==> src/design/lsw_pkg.sv <==
// ----------------------------------------------------------------------------
// lsw_pkg
// Shared types, codes and helpers for the lap stopwatch.
// ----------------------------------------------------------------------------
package lsw_pkg;

  localparam int MAX_LAPS = 16;
  localparam int CNT_W    = $clog2(MAX_LAPS + 1);
  localparam int IDX_W    = (MAX_LAPS > 1) ? $clog2(MAX_LAPS) : 1;

  localparam logic [2:0] FN_TICK  = 3'd0;
  localparam logic [2:0] FN_START = 3'd1;
  localparam logic [2:0] FN_STOP  = 3'd2;
  localparam logic [2:0] FN_LAP   = 3'd3;
  localparam logic [2:0] FN_RESET = 3'd4;
  localparam logic [2:0] FN_READ  = 3'd5;

  localparam logic [1:0] MODE_INIT = 2'd0;
  localparam logic [1:0] MODE_RUN  = 2'd1;
  localparam logic [1:0] MODE_STOP = 2'd2;

  typedef struct packed {
    logic [2:0] func;
    logic [3:0] lap_index;
  } in_word_t;

  typedef struct packed {
    logic        accepted;
    logic [31:0] lap_ticks;
    logic [47:0] whole_ticks;
    logic [1:0]  run_state;
    logic [31:0] lap_value;
    logic        lap_valid;
  } out_word_t;

  typedef struct packed {
    logic shift;
    logic add;
  } cell_ctl_t;

  function automatic logic [31:0] sat_add32(input logic [31:0] a, input logic [31:0] b);
    logic [32:0] s;
    s = {1'b0, a} + {1'b0, b};
    return s[32] ? 32'hFFFF_FFFF : s[31:0];
  endfunction

  function automatic logic [47:0] sat_add48(input logic [47:0] a, input logic [31:0] b);
    logic [48:0] s;
    s = {1'b0, a} + {17'd0, b};
    return s[48] ? 48'hFFFF_FFFF_FFFF : s[47:0];
  endfunction

endpackage

==> src/design/lsw_cell.sv <==
// ----------------------------------------------------------------------------
// lsw_cell
// One lap record: accumulates the closed interval and shifts toward older laps.
// ----------------------------------------------------------------------------
module lsw_cell (
  input  logic              clk,
  input  lsw_pkg::cell_ctl_t ctl,
  input  logic [31:0]       addend,
  input  logic [31:0]       prev_i,
  output logic [31:0]       pass_o,
  output logic [31:0]       val_o
);

  logic [31:0] val_r;
  logic [31:0] val_nxt;
  logic [31:0] sum;

  always_comb begin
    sum     = ctl.add ? lsw_pkg::sat_add32(val_r, addend) : val_r;
    val_nxt = ctl.shift ? prev_i : sum;
  end

  always_ff @(posedge clk) begin
    if (ctl.shift || ctl.add) begin
      val_r <= val_nxt;
    end
  end

  assign pass_o = sum;
  assign val_o  = val_r;

endmodule

==> src/design/lap_stopwatch.sv <==
// ----------------------------------------------------------------------------
// lap_stopwatch
// Stopwatch with saturating tick counters and a shift chain of lap records.
// ----------------------------------------------------------------------------
//  channel | ports                        | direction
//  in      | in_valid, in_stall, in_data  | command word in
//  out     | out_valid, out_stall, out_data | result word out
//
//  One word per cycle while in_stall is low: each command completes in the cycle it is taken.
//  The result sits in one output register; a new word is taken while the
//  previous result is taken in the same cycle or was already taken.
//  in_stall rises only while a result waits under out_stall.
//  Reset clears the run state, counters, lap count and output valid; lap cells need no reset.
// ----------------------------------------------------------------------------
module lap_stopwatch (
  input  logic               clk,
  input  logic               rst_n,
  input  logic               in_valid,
  output logic               in_stall,
  input  lsw_pkg::in_word_t  in_data,
  output logic               out_valid,
  input  logic               out_stall,
  output lsw_pkg::out_word_t out_data
);

  logic [1:0]                   mode_r,  mode_nxt;
  logic [47:0]                  total_r, total_nxt;
  logic [31:0]                  since_r, since_nxt;
  logic [lsw_pkg::CNT_W-1:0]    cnt_r,   cnt_nxt;
  logic                         out_valid_r;
  lsw_pkg::out_word_t           out_data_r;
  lsw_pkg::out_word_t           res;
  logic                         fire;
  logic                         push;
  logic                         close;
  logic [31:0]                  lap_val  [lsw_pkg::MAX_LAPS];
  logic [31:0]                  lap_pass [lsw_pkg::MAX_LAPS];
  logic [lsw_pkg::IDX_W-1:0]    rd_idx;
  logic [8:0]                   idx_ext;
  logic [8:0]                   cnt_ext;

  assign in_stall = out_valid_r && out_stall;
  assign fire     = in_valid && !in_stall;
  assign rd_idx   = lsw_pkg::IDX_W'(in_data.lap_index);
  assign idx_ext  = {5'd0, in_data.lap_index};
  assign cnt_ext  = 9'(cnt_r);

  always_comb begin
    mode_nxt     = mode_r;
    total_nxt    = total_r;
    since_nxt    = since_r;
    cnt_nxt      = cnt_r;
    push         = 1'b0;
    close        = 1'b0;
    res          = '0;
    unique case (in_data.func)
      lsw_pkg::FN_TICK: begin
        res.accepted = 1'b1;
        if (mode_r == lsw_pkg::MODE_RUN && since_r != 32'hFFFF_FFFF) begin
          since_nxt = since_r + 32'd1;
        end
      end
      lsw_pkg::FN_START: begin
        if (mode_r == lsw_pkg::MODE_INIT) begin
          total_nxt = '0;
          cnt_nxt   = lsw_pkg::CNT_W'(1);
          push      = 1'b1;
        end
        if (mode_r != lsw_pkg::MODE_RUN) begin
          since_nxt    = '0;
          mode_nxt     = lsw_pkg::MODE_RUN;
          res.accepted = 1'b1;
        end
      end
      lsw_pkg::FN_STOP: begin
        if (mode_r == lsw_pkg::MODE_RUN) begin
          close        = 1'b1;
          total_nxt    = lsw_pkg::sat_add48(total_r, since_r);
          since_nxt    = '0;
          mode_nxt     = lsw_pkg::MODE_STOP;
          res.accepted = 1'b1;
        end
      end
      lsw_pkg::FN_LAP: begin
        if (mode_r == lsw_pkg::MODE_RUN) begin
          close         = 1'b1;
          push          = 1'b1;
          total_nxt     = lsw_pkg::sat_add48(total_r, since_r);
          res.lap_ticks = since_r;
          since_nxt     = '0;
          if (cnt_r != lsw_pkg::CNT_W'(lsw_pkg::MAX_LAPS)) begin
            cnt_nxt = cnt_r + lsw_pkg::CNT_W'(1);
          end
          res.accepted  = 1'b1;
        end
      end
      lsw_pkg::FN_RESET: begin
        mode_nxt     = lsw_pkg::MODE_INIT;
        total_nxt    = '0;
        since_nxt    = '0;
        cnt_nxt      = '0;
        res.accepted = 1'b1;
      end
      lsw_pkg::FN_READ: begin
        res.accepted = 1'b1;
        if (idx_ext < cnt_ext) begin
          res.lap_value = lap_val[rd_idx];
          res.lap_valid = 1'b1;
        end
      end
      default: begin
      end
    endcase
    res.run_state = mode_nxt;
    if (mode_nxt == lsw_pkg::MODE_INIT) begin
      res.whole_ticks = '0;
    end else if (mode_nxt == lsw_pkg::MODE_RUN) begin
      res.whole_ticks = lsw_pkg::sat_add48(total_nxt, since_nxt);
    end else begin
      res.whole_ticks = total_nxt;
    end
  end

  for (genvar i = 0; i < lsw_pkg::MAX_LAPS; i++) begin : g_cell
    lsw_pkg::cell_ctl_t cctl;
    logic [31:0]        prev;
    assign cctl.shift = fire && push;
    if (i == 0) begin : g_head
      assign cctl.add = fire && close;
      assign prev     = '0;
    end else begin : g_body
      assign cctl.add = 1'b0;
      assign prev     = lap_pass[i-1];
    end
    lsw_cell u_cell (
      .clk    (clk),
      .ctl    (cctl),
      .addend (since_r),
      .prev_i (prev),
      .pass_o (lap_pass[i]),
      .val_o  (lap_val[i])
    );
  end

  always_ff @(posedge clk) begin
    if (!rst_n) begin
      mode_r      <= lsw_pkg::MODE_INIT;
      total_r     <= '0;
      since_r     <= '0;
      cnt_r       <= '0;
      out_valid_r <= 1'b0;
    end else begin
      if (fire) begin
        mode_r      <= mode_nxt;
        total_r     <= total_nxt;
        since_r     <= since_nxt;
        cnt_r       <= cnt_nxt;
        out_valid_r <= 1'b1;
      end else if (!out_stall) begin
        out_valid_r <= 1'b0;
      end
    end
  end

  always_ff @(posedge clk) begin
    if (fire) begin
      out_data_r <= res;
    end
  end

  assign out_valid = out_valid_r;
  assign out_data  = out_data_r;

endmodule
==> config.mk <==
export PLATFORM = sky130hd
export DESIGN_NAME = lap_stopwatch
export DESIGN_NICKNAME = d
export VERILOG_FILES = /design/src/design/lsw_pkg.sv /design/src/design/lsw_cell.sv /design/src/design/lap_stopwatch.sv
export SDC_FILE = /design/constraint.sdc
export NUM_CORES = 1
export LEC_CHECK = 0
export ABC_AREA = 1
export BUFFER_PORTS_ARGS = -buffer_cell sky130_fd_sc_hd__buf_4
export CORE_MARGIN = 10
export CORE_UTILIZATION = 28
export DETAILED_ROUTE_END_ITERATION = 6
export GPL_ROUTABILITY_DRIVEN = 0
export GPL_TIMING_DRIVEN = 0
export PLACE_DENSITY_LB_ADDON = 0.2
export SLEW_MARGIN = 20
export SYNTH_ARGS = -nofsm -noshare
export SYNTH_HDL_FRONTEND = slang
export SYNTH_SLANG_ARGS = --single-unit
==> constraint.sdc <==
create_clock -name clk -period 32.2 [get_ports clk]
set_input_delay 3.22 -clock clk [delete_from_list [all_inputs] [get_ports clk]]
set_output_delay 3.22 -clock clk [all_outputs]
set_load 0.005 [all_outputs]
==> impl_metrics.csv, run 1 <==
group,metric,value,unit
status,status,"complete, no violations",
floorplan,die_area,0.146,mm^2
power_and_ir_drop,finalPower,2.32,mW
power_and_ir_drop,p_switching,0.638,mW
yosys,synth_commonest_cells,"628 x edfxtp_1, 572 x nor2_1, 535 x nand2_1",
yosys,syn_avg_cell_area,9.36,um^2
grt,grt_pass1_wl,187,mm
timing,skew,41.9,ps
clock_network,cts_made_buffers,85,
floorplan,die_x,382,um
grt,grt_use_total,16.9,%
grt,grtUsageMet2,28.7,%
yosys,synth_top_cell_area_share,51.4,%
power_and_ir_drop,seqPwrFrac,45.7,%
yosys,synthMostInstantiatedCell,"edfxtp_1",
min_path,hold_class,"register to register",
floorplan,core_region_area,0.130,mm^2
detailed_routing,final_antenna_net_count,0,
detailed_routing,drc,0,
timing,grt_setup_unrepaired,"false",
timing,tns,0,ps
yosys,ys_seq_area_share,56.2,%
critical_path,critPathRequiredTime,32650,ps
layout,fin_nets,4262,
clock_network,post_cts_resized,0,
yosys,syn_inst,3918,
power_and_ir_drop,p_int,1.69,mW
yosys,yosys-top-cells-area,"edfxtp_1 51%, o21ai_0 6.2%, nor2_1 5.9%",
placed_design,placed_area,0.0402,mm^2
timing,finalHoldViolCount,0,
critical_path,crit_path_start_kind,"input port",
timing,relSlewSlack,23.4,%
power_and_ir_drop,cellPowerDensity,54.0,mW/mm^2
floorplan,die_y,382,um
floorplan,io_pins,129,
power_and_ir_drop,p_leak,16.3,nW
clock_network,cts.clk_slew.worst_paths,60,ps
floorplan,start_util,28.3,%
yosys,ys_ff_latch,716,
power_and_ir_drop,power.share.switching,27.4,%
yosys,yosysWarnings,0,
timing,max_freq,120,MHz
placed_design,dp_hpwl,96.4,mm
timing,period_share,25.8,%
critical_path,r2r_start,"since_r[0]$_SDFFE_PN0P_",
detailed_routing,vias,29225,
grt,grt-ovfl-total,0,
grt,met3_usage,2.59,%
yosys,ys.flop_type,"edfxtp_1",
clock_network,hold_buffers,0,
placed_design,portBuffers,127,
timing,fin_crit,8310,ps
clock_network,insertion_delay,710,ps
timing,finalSetupViolCount,0,
critical_path,crit_fanout,10,
timing,worst_pin_slew,1150,ps
grt,top_usage_layer,"met2",
grt,grt_util_met1,21.3,%
layout,final_util,33.1,%
detailed_routing,routedWlPerCell,21.4,um
clock_network,clockBufferDepth,3,
layout,area_growth,17.3,%
detailed_routing,routed_wl,127,mm
detailed_routing,dr.pass1.iters,6,
clock_network,cts_root_buf,"clkbuf_16",
grt,antenna_found_initial,3,
clock_network,post_cts_buffers,0,
flow_run,max_cap_violations,0,
power_and_ir_drop,peakVddDrop,0.0362,mV
clock_network,cts.htree.levels,3,
critical_path,worst-setup-path-type,"input port to register",
timing,drv_slew,0,
min_path,min_from,"g_cell[9].u_cell.val_o[14]$_DFFE_PP_",
layout,drive_gt1_share,8.38,%
placed_design,pre_cts_ws,23130,ps
grt,grt_pass1_vias,28542,
layout,nFillCells,13572,
clock_network,cts_num_sinks,716,
power_and_ir_drop,clock_power_share,42.4,%
yosys,async_flop_share,0,%
clock_network,cts_tree,"yes",
yosys,synthDistinctLibCells,56,
yosys,synth-edff-count,628,
yosys,syn_nets,4034,
critical_path,arrival,8750,ps
critical_path,end_kind,"register",
detailed_routing,avgViaCountPerCell,4.91,
critical_path,crit_start,"in_data[5]",
power_and_ir_drop,combPwrFrac,11.9,%
grt,grt_max_degree,54,
yosys,yosysTopAreaCell,"edfxtp_1",
yosys,synth_area,0.0367,mm^2
timing,timing.final.ws_setup,23890,ps
layout,design_area,0.0430,mm^2
detailed_routing,drt_iter0_markers,2575,
floorplan,rows,132,
[power by group through the flow]
| stage | Clock, mW | Sequential (mW) | Combinational [mW] |
|---|---|---|---|
| floorplan | 0 | 1.08 | 0.168 |
| global placement | 0 | 1.10 | 0.272 |
| detailed placement | 0 | 1.08 | 0.276 |
| CTS | 1.01 | 1.06 | 0.277 |
| global route | 1.05 | 1.06 | 0.304 |
| finish | 0.986 | 1.06 | 0.275 |
[cell families after synthesis]
group	Yosys count	synth area share [%]
AO/OA/AOI/OAI	1064	16.8
multiplexers	1	0.0273
XOR/XNOR	85	2.03
AND/OR/NAND/NOR	1332	14.9
adder cells (fa/ha/maj)	105	3.64
buffers and inverters	615	6.41
flip-flops	716	56.2
[state kept, by name, summed over array words and instances (netlist names)]
signal,cells
total_r,48
out_valid,1
mode_r,2
cnt_r,5
out_data,116
since_r,32
g_cell.u_cell.val_o,512
[layout make-up]
| cell class | count | area, um^2 | share of cell area (%) |
|---|---|---|---|
| sequential | 716 | 20600 | 47.9 |
| multi-input combinational | 2587 | 13700 | 31.9 |
| tap | 1742 | 2180 | 5.07 |
| clock buffer | 95 | 2160 | 5.03 |
| inverter | 431 | 1620 | 3.76 |
| timing repair buffer | 141 | 1300 | 3.01 |
| buffer | 184 | 739 | 1.72 |
| clock inverter | 57 | 671 | 1.56 |
| antenna | 2 | 5.00 | 0.0116 |
[routing by layer]
layer	part of all wire, %	up-vias
met3	4.8	214
met5	0.010	-
li1	-	14204
met1	43	14003
met2	48	802
met4	4.1	2
[cells in the final DEF, fill, tap and decap left out, types with 20 or more instances in the layout]
cell type	n
a211oi_1	22
a21oi_1	253
a31oi_1	47
buf_4	129
clkbuf_1	165
clkbuf_16	85
dfxtp_1	88
edfxtp_1	628
ha_1	102
inv_1	417
nand2_1	535
nand2_2	20
nand3_1	100
nand4_1	24
nor2_1	572
nor3_1	35
o211ai_1	21
o21a_1	27
o21ai_0	456
o221ai_1	84
o22ai_1	94
xnor2_1	31
xor2_1	54
[path summary, 6_finish.rpt]
| path | cells past startpoint | slack (ps) | end |
|---|---|---|---|
| worst min-delay path | 0 | 420 | g_cell[10].u_cell.val_o[14]$_DFFE_PP_ |
| worst max-delay path | 23 | 23890 | out_data[74]$_SDFFCE_PN0P_ |
| worst min register to register | 0 | 420 | g_cell[10].u_cell.val_o[14]$_DFFE_PP_ |
| worst max register to register | 34 | 25740 | out_data[73]$_SDFFCE_PN0P_ |
[metrics by stage]
| step | hold slack [ps] | std cells |
|---|---|---|
| 2_1_floorplan | 421 | 3918 |
| 3_3_place_gp | 421 | 5787 |
| 3_5_place_dp | 426 | 5801 |
| 4_1_cts | 417 | 5953 |
| 5_1_grt | 437 | 5953 |
| 6_report | 422 | 5955 |
[critical path, stage by stage]
cell and delay [ps]:
buf_4 130, nor2_1 100, inv_1 60, nor2_1 780, clkinv_1 610, clkbuf_1 420, o32ai_1 930, ha_1 330
a21oi_1 100, o21ai_0 170, a21oi_1 80, o21ai_1 280, inv_1 80, o21ai_1 340, nand2_1 100, o211ai_1 170
nand4_1 160, nand2_1 210, nand2_1 110, o21bai_1 140, nand3_1 100, nand2_1 70, inv_1 40
No activity file was read; power rests on OpenSTA's default activity.
==> run 2, diff against run 1 <==
- ABC_AREA: 1 -> 0
- clock period: 32.2 -> 8 ns (I/O delays scaled with it)
==> run 2 against run 1 <==
Against the previous run:
- synthesized cell count shrank 30%
- core utilization is 0.24 points lower
- clock skew grew 11 ps
- critical path type is now register to register
- largest cell class unchanged
==> impl_metrics.csv, run 2 <==
group,metric,value,unit
status,status,"complete, no violations",
min_path,whs_path_depth,2,
power_and_ir_drop,peakVddDrop,0.155,mV
layout,area_growth,16.9,%
floorplan,die_y,375,um
floorplan,die_area,0.141,mm^2
detailed_routing,dr.pass1.iters,5,
floorplan,start_util,28.2,%
layout,design_area,0.0413,mm^2
timing,fin_crit,7650,ps
detailed_routing,avgViaCountPerCell,5.14,
layout,fin_nets,3085,
grt,grt_use_total,15.1,%
timing,drv_slew,0,
timing,max_freq,131,MHz
clock_network,insertion_delay,670,ps
critical_path,r2r_start,"since_r[9]$_SDFFE_PN0P_",
grt,top_usage_layer,"met2",
critical_path,crit_fanout,10,
power_and_ir_drop,cellPowerDensity,207,mW/mm^2
yosys,syn_inst,2743,
yosys,synth_commonest_cells,"628 x edfxtp_1, 237 x nand2_1, 229 x nor2_1",
layout,mostFrequentLayoutCell,"edfxtp_1",
timing,finalHoldViolCount,0,
yosys,synthMostInstantiatedCell,"edfxtp_1",
grt,grt_pass1_wl,162,mm
yosys,yosysWarnings,0,
clock_network,cts_tree,"yes",
critical_path,crit_path_cell_trace,"clkbuf_1 -> nand4_1 -> or3_1 -> nor4_1 -> a41oi_2 -> and4_1 -> nand3_1 -> xor2_1 -> o21ai_0 -> ha_1 -> o211ai_1 -> o31a_1 -> a21oi_1 -> o21ai_0 -> a311o_1 -> a21oi_1 -> nand4b_1 -> nor4_4 -> o21ai_0 -> xor2_1 -> o21ai_1",
clock_network,cts_made_buffers,81,
clock_network,cts_num_sinks,716,
yosys,async_flop_share,0,%
power_and_ir_drop,p_leak,14.3,nW
yosys,synthDistinctLibCells,94,
timing,worst_pin_slew,1090,ps
clock_network,cts.htree.levels,3,
detailed_routing,drt_iter0_markers,2421,
critical_path,critPathRequiredTime,8370,ps
critical_path,cp_common_cell,"o21ai_0",
timing,hold_ws,373,ps
yosys,syn_avg_cell_area,12.9,um^2
floorplan,rows,130,
floorplan,core_region_area,0.125,mm^2
critical_path,crit_start,"since_r[9]$_SDFFE_PN0P_",
yosys,yosysTopAreaCell,"edfxtp_1",
floorplan,io_pins,129,
placed_design,dp_hpwl,79.8,mm
critical_path,arrival,8020,ps
placed_design,pre_cts_ws,-1260,ps
yosys,yosys-top-cells-area,"edfxtp_1 53%, mux4_2 10%, dfxtp_1 5.0%",
yosys,ys_ff_latch,716,
floorplan,die_x,375,um
timing,timing.final.ws_setup,347,ps
detailed_routing,final_antenna_net_count,0,
flow_run,max_cap_violations,0,
yosys,ys_seq_area_share,58.4,%
placed_design,portBuffers,127,
grt,grt-ovfl-total,0,
critical_path,worst-setup-path-type,"register to register",
layout,largest_reg_flops,512,
timing,finalSetupViolCount,0,
grt,grt_pass1_vias,23569,
critical_path,max_stage_delay,540,ps
min_path,min_from,"in_valid",
layout,nFillCells,12434,
min_path,hold_class,"input port to register",
grt,grtUsageMet2,23.1,%
timing,grt_setup_unrepaired,"false",
yosys,ys.flop_type,"edfxtp_1",
critical_path,reg2reg_depth,21,
timing,relSlewSlack,27.0,%
layout,drive_gt1_share,16.2,%
clock_network,cts_root_buf,"clkbuf_16",
timing,period_share,95.7,%
critical_path,crit_path_start_kind,"register",
critical_path,cp_slowest_cell,"dfxtp_1",
grt,grt_max_degree,132,
detailed_routing,routedWlPerCell,23.5,um
detailed_routing,vias,24082,
clock_network,clockBufferDepth,3,
layout,final_util,32.9,%
critical_path,end_kind,"register",
grt,grt_util_met1,21.5,%
yosys,syn_nets,2859,
layout,layout_common_cells,"628 x edfxtp_1, 237 x nand2_1, 229 x nor2_1",
yosys,synth-edff-count,628,
yosys,synth_area,0.0353,mm^2
placed_design,placed_area,0.0385,mm^2
yosys,synth_top_cell_area_share,53.4,%
grt,met3_usage,2.96,%
detailed_routing,drc,0,
grt,antenna_found_initial,9,
timing,skew,53.0,ps
detailed_routing,routed_wl,110,mm
clock_network,cts.clk_slew.worst_paths,60,ps
==> run 2: what timing repair did <==
item	in CTS	in global routing
setup endpoints to repair	48	48
hold buffers	0	0
setup buffers	3	3
resized for setup	5	10
pin swaps	2	3
==> run 2: path summary, 6_finish.rpt <==
path,to,slack [ps]
worst min register to register,g_cell[11].u_cell.val_o[22]$_DFFE_PP_,430
worst max-delay path,out_data[78]$_SDFFCE_PN0P_,350
worst max register to register,out_data[78]$_SDFFCE_PN0P_,350
worst min-delay path,out_valid$_SDFFE_PN0P_,370
==> run 2: layer usage <==
| layer | vias up | wire length, um |
|---|---|---|
| met5 | - | 0 |
| met2 | 683 | 49200 |
| met4 | 0 | 2930 |
| met1 | 12211 | 51300 |
| met3 | 144 | 6750 |
| li1 | 11044 | - |
==> run 2: kinds of logic after synthesis <==
kind of cell / Yosys count / share of synthesized area (%)
buffers and inverters: 201 / 2.20
DFF: 716 / 58.4
adders and majority gates: 105 / 3.79
AOI/OAI and AO/OA: 624 / 11.3
xor gates and xnor gates: 97 / 2.41
muxes: 176 / 10.7
and+or+nand+nor: 824 / 11.2
==> run 2: worst max-delay path: cells and delay by family (launching register included) <==
| kind | cells | cell delay (ps) |
|---|---|---|
| adder cells (fa/ha/maj) | 1 | 380 |
| AO/OA/AOI/OAI | 10 | 3160 |
| flip-flops | 1 | 540 |
| buffers and inverters | 1 | 470 |
| AND/OR/NAND/NOR | 7 | 2560 |
| XOR/XNOR | 2 | 230 |
==> run 2: final cells by class <==
class | count | area, um^2 | area share [%]
clock inverter | 47 | 468 | 1.13
buffer | 155 | 646 | 1.56
sequential | 716 | 20600 | 50.0
inverter | 46 | 175 | 0.424
timing repair buffer | 143 | 1180 | 2.86
tap | 1650 | 2060 | 5.00
clock buffer | 101 | 2130 | 5.17
multi-input combinational | 1826 | 14000 | 33.8
antenna | 5 | 12.5 | 0.0303
==> run 2: power breakdown <==
group	switching (mW)	internal (mW)	total (mW)	leakage [nW]
Clock	1.58	2.10	3.68	1.26
Sequential	0.0654	4.14	4.20	6.53
Combinational	0.408	0.261	0.669	6.55
==> run 2: through the flow <==
step	total power, mW	TNS [ps]	instances
6_report	8.56	0	4689
3_3_place_gp	4.97	-1002010	4520
2_1_floorplan	4.68	0	2743
5_1_grt	8.90	0	4685
4_1_cts	8.68	0	4680
3_5_place_dp	4.95	-38860	4529
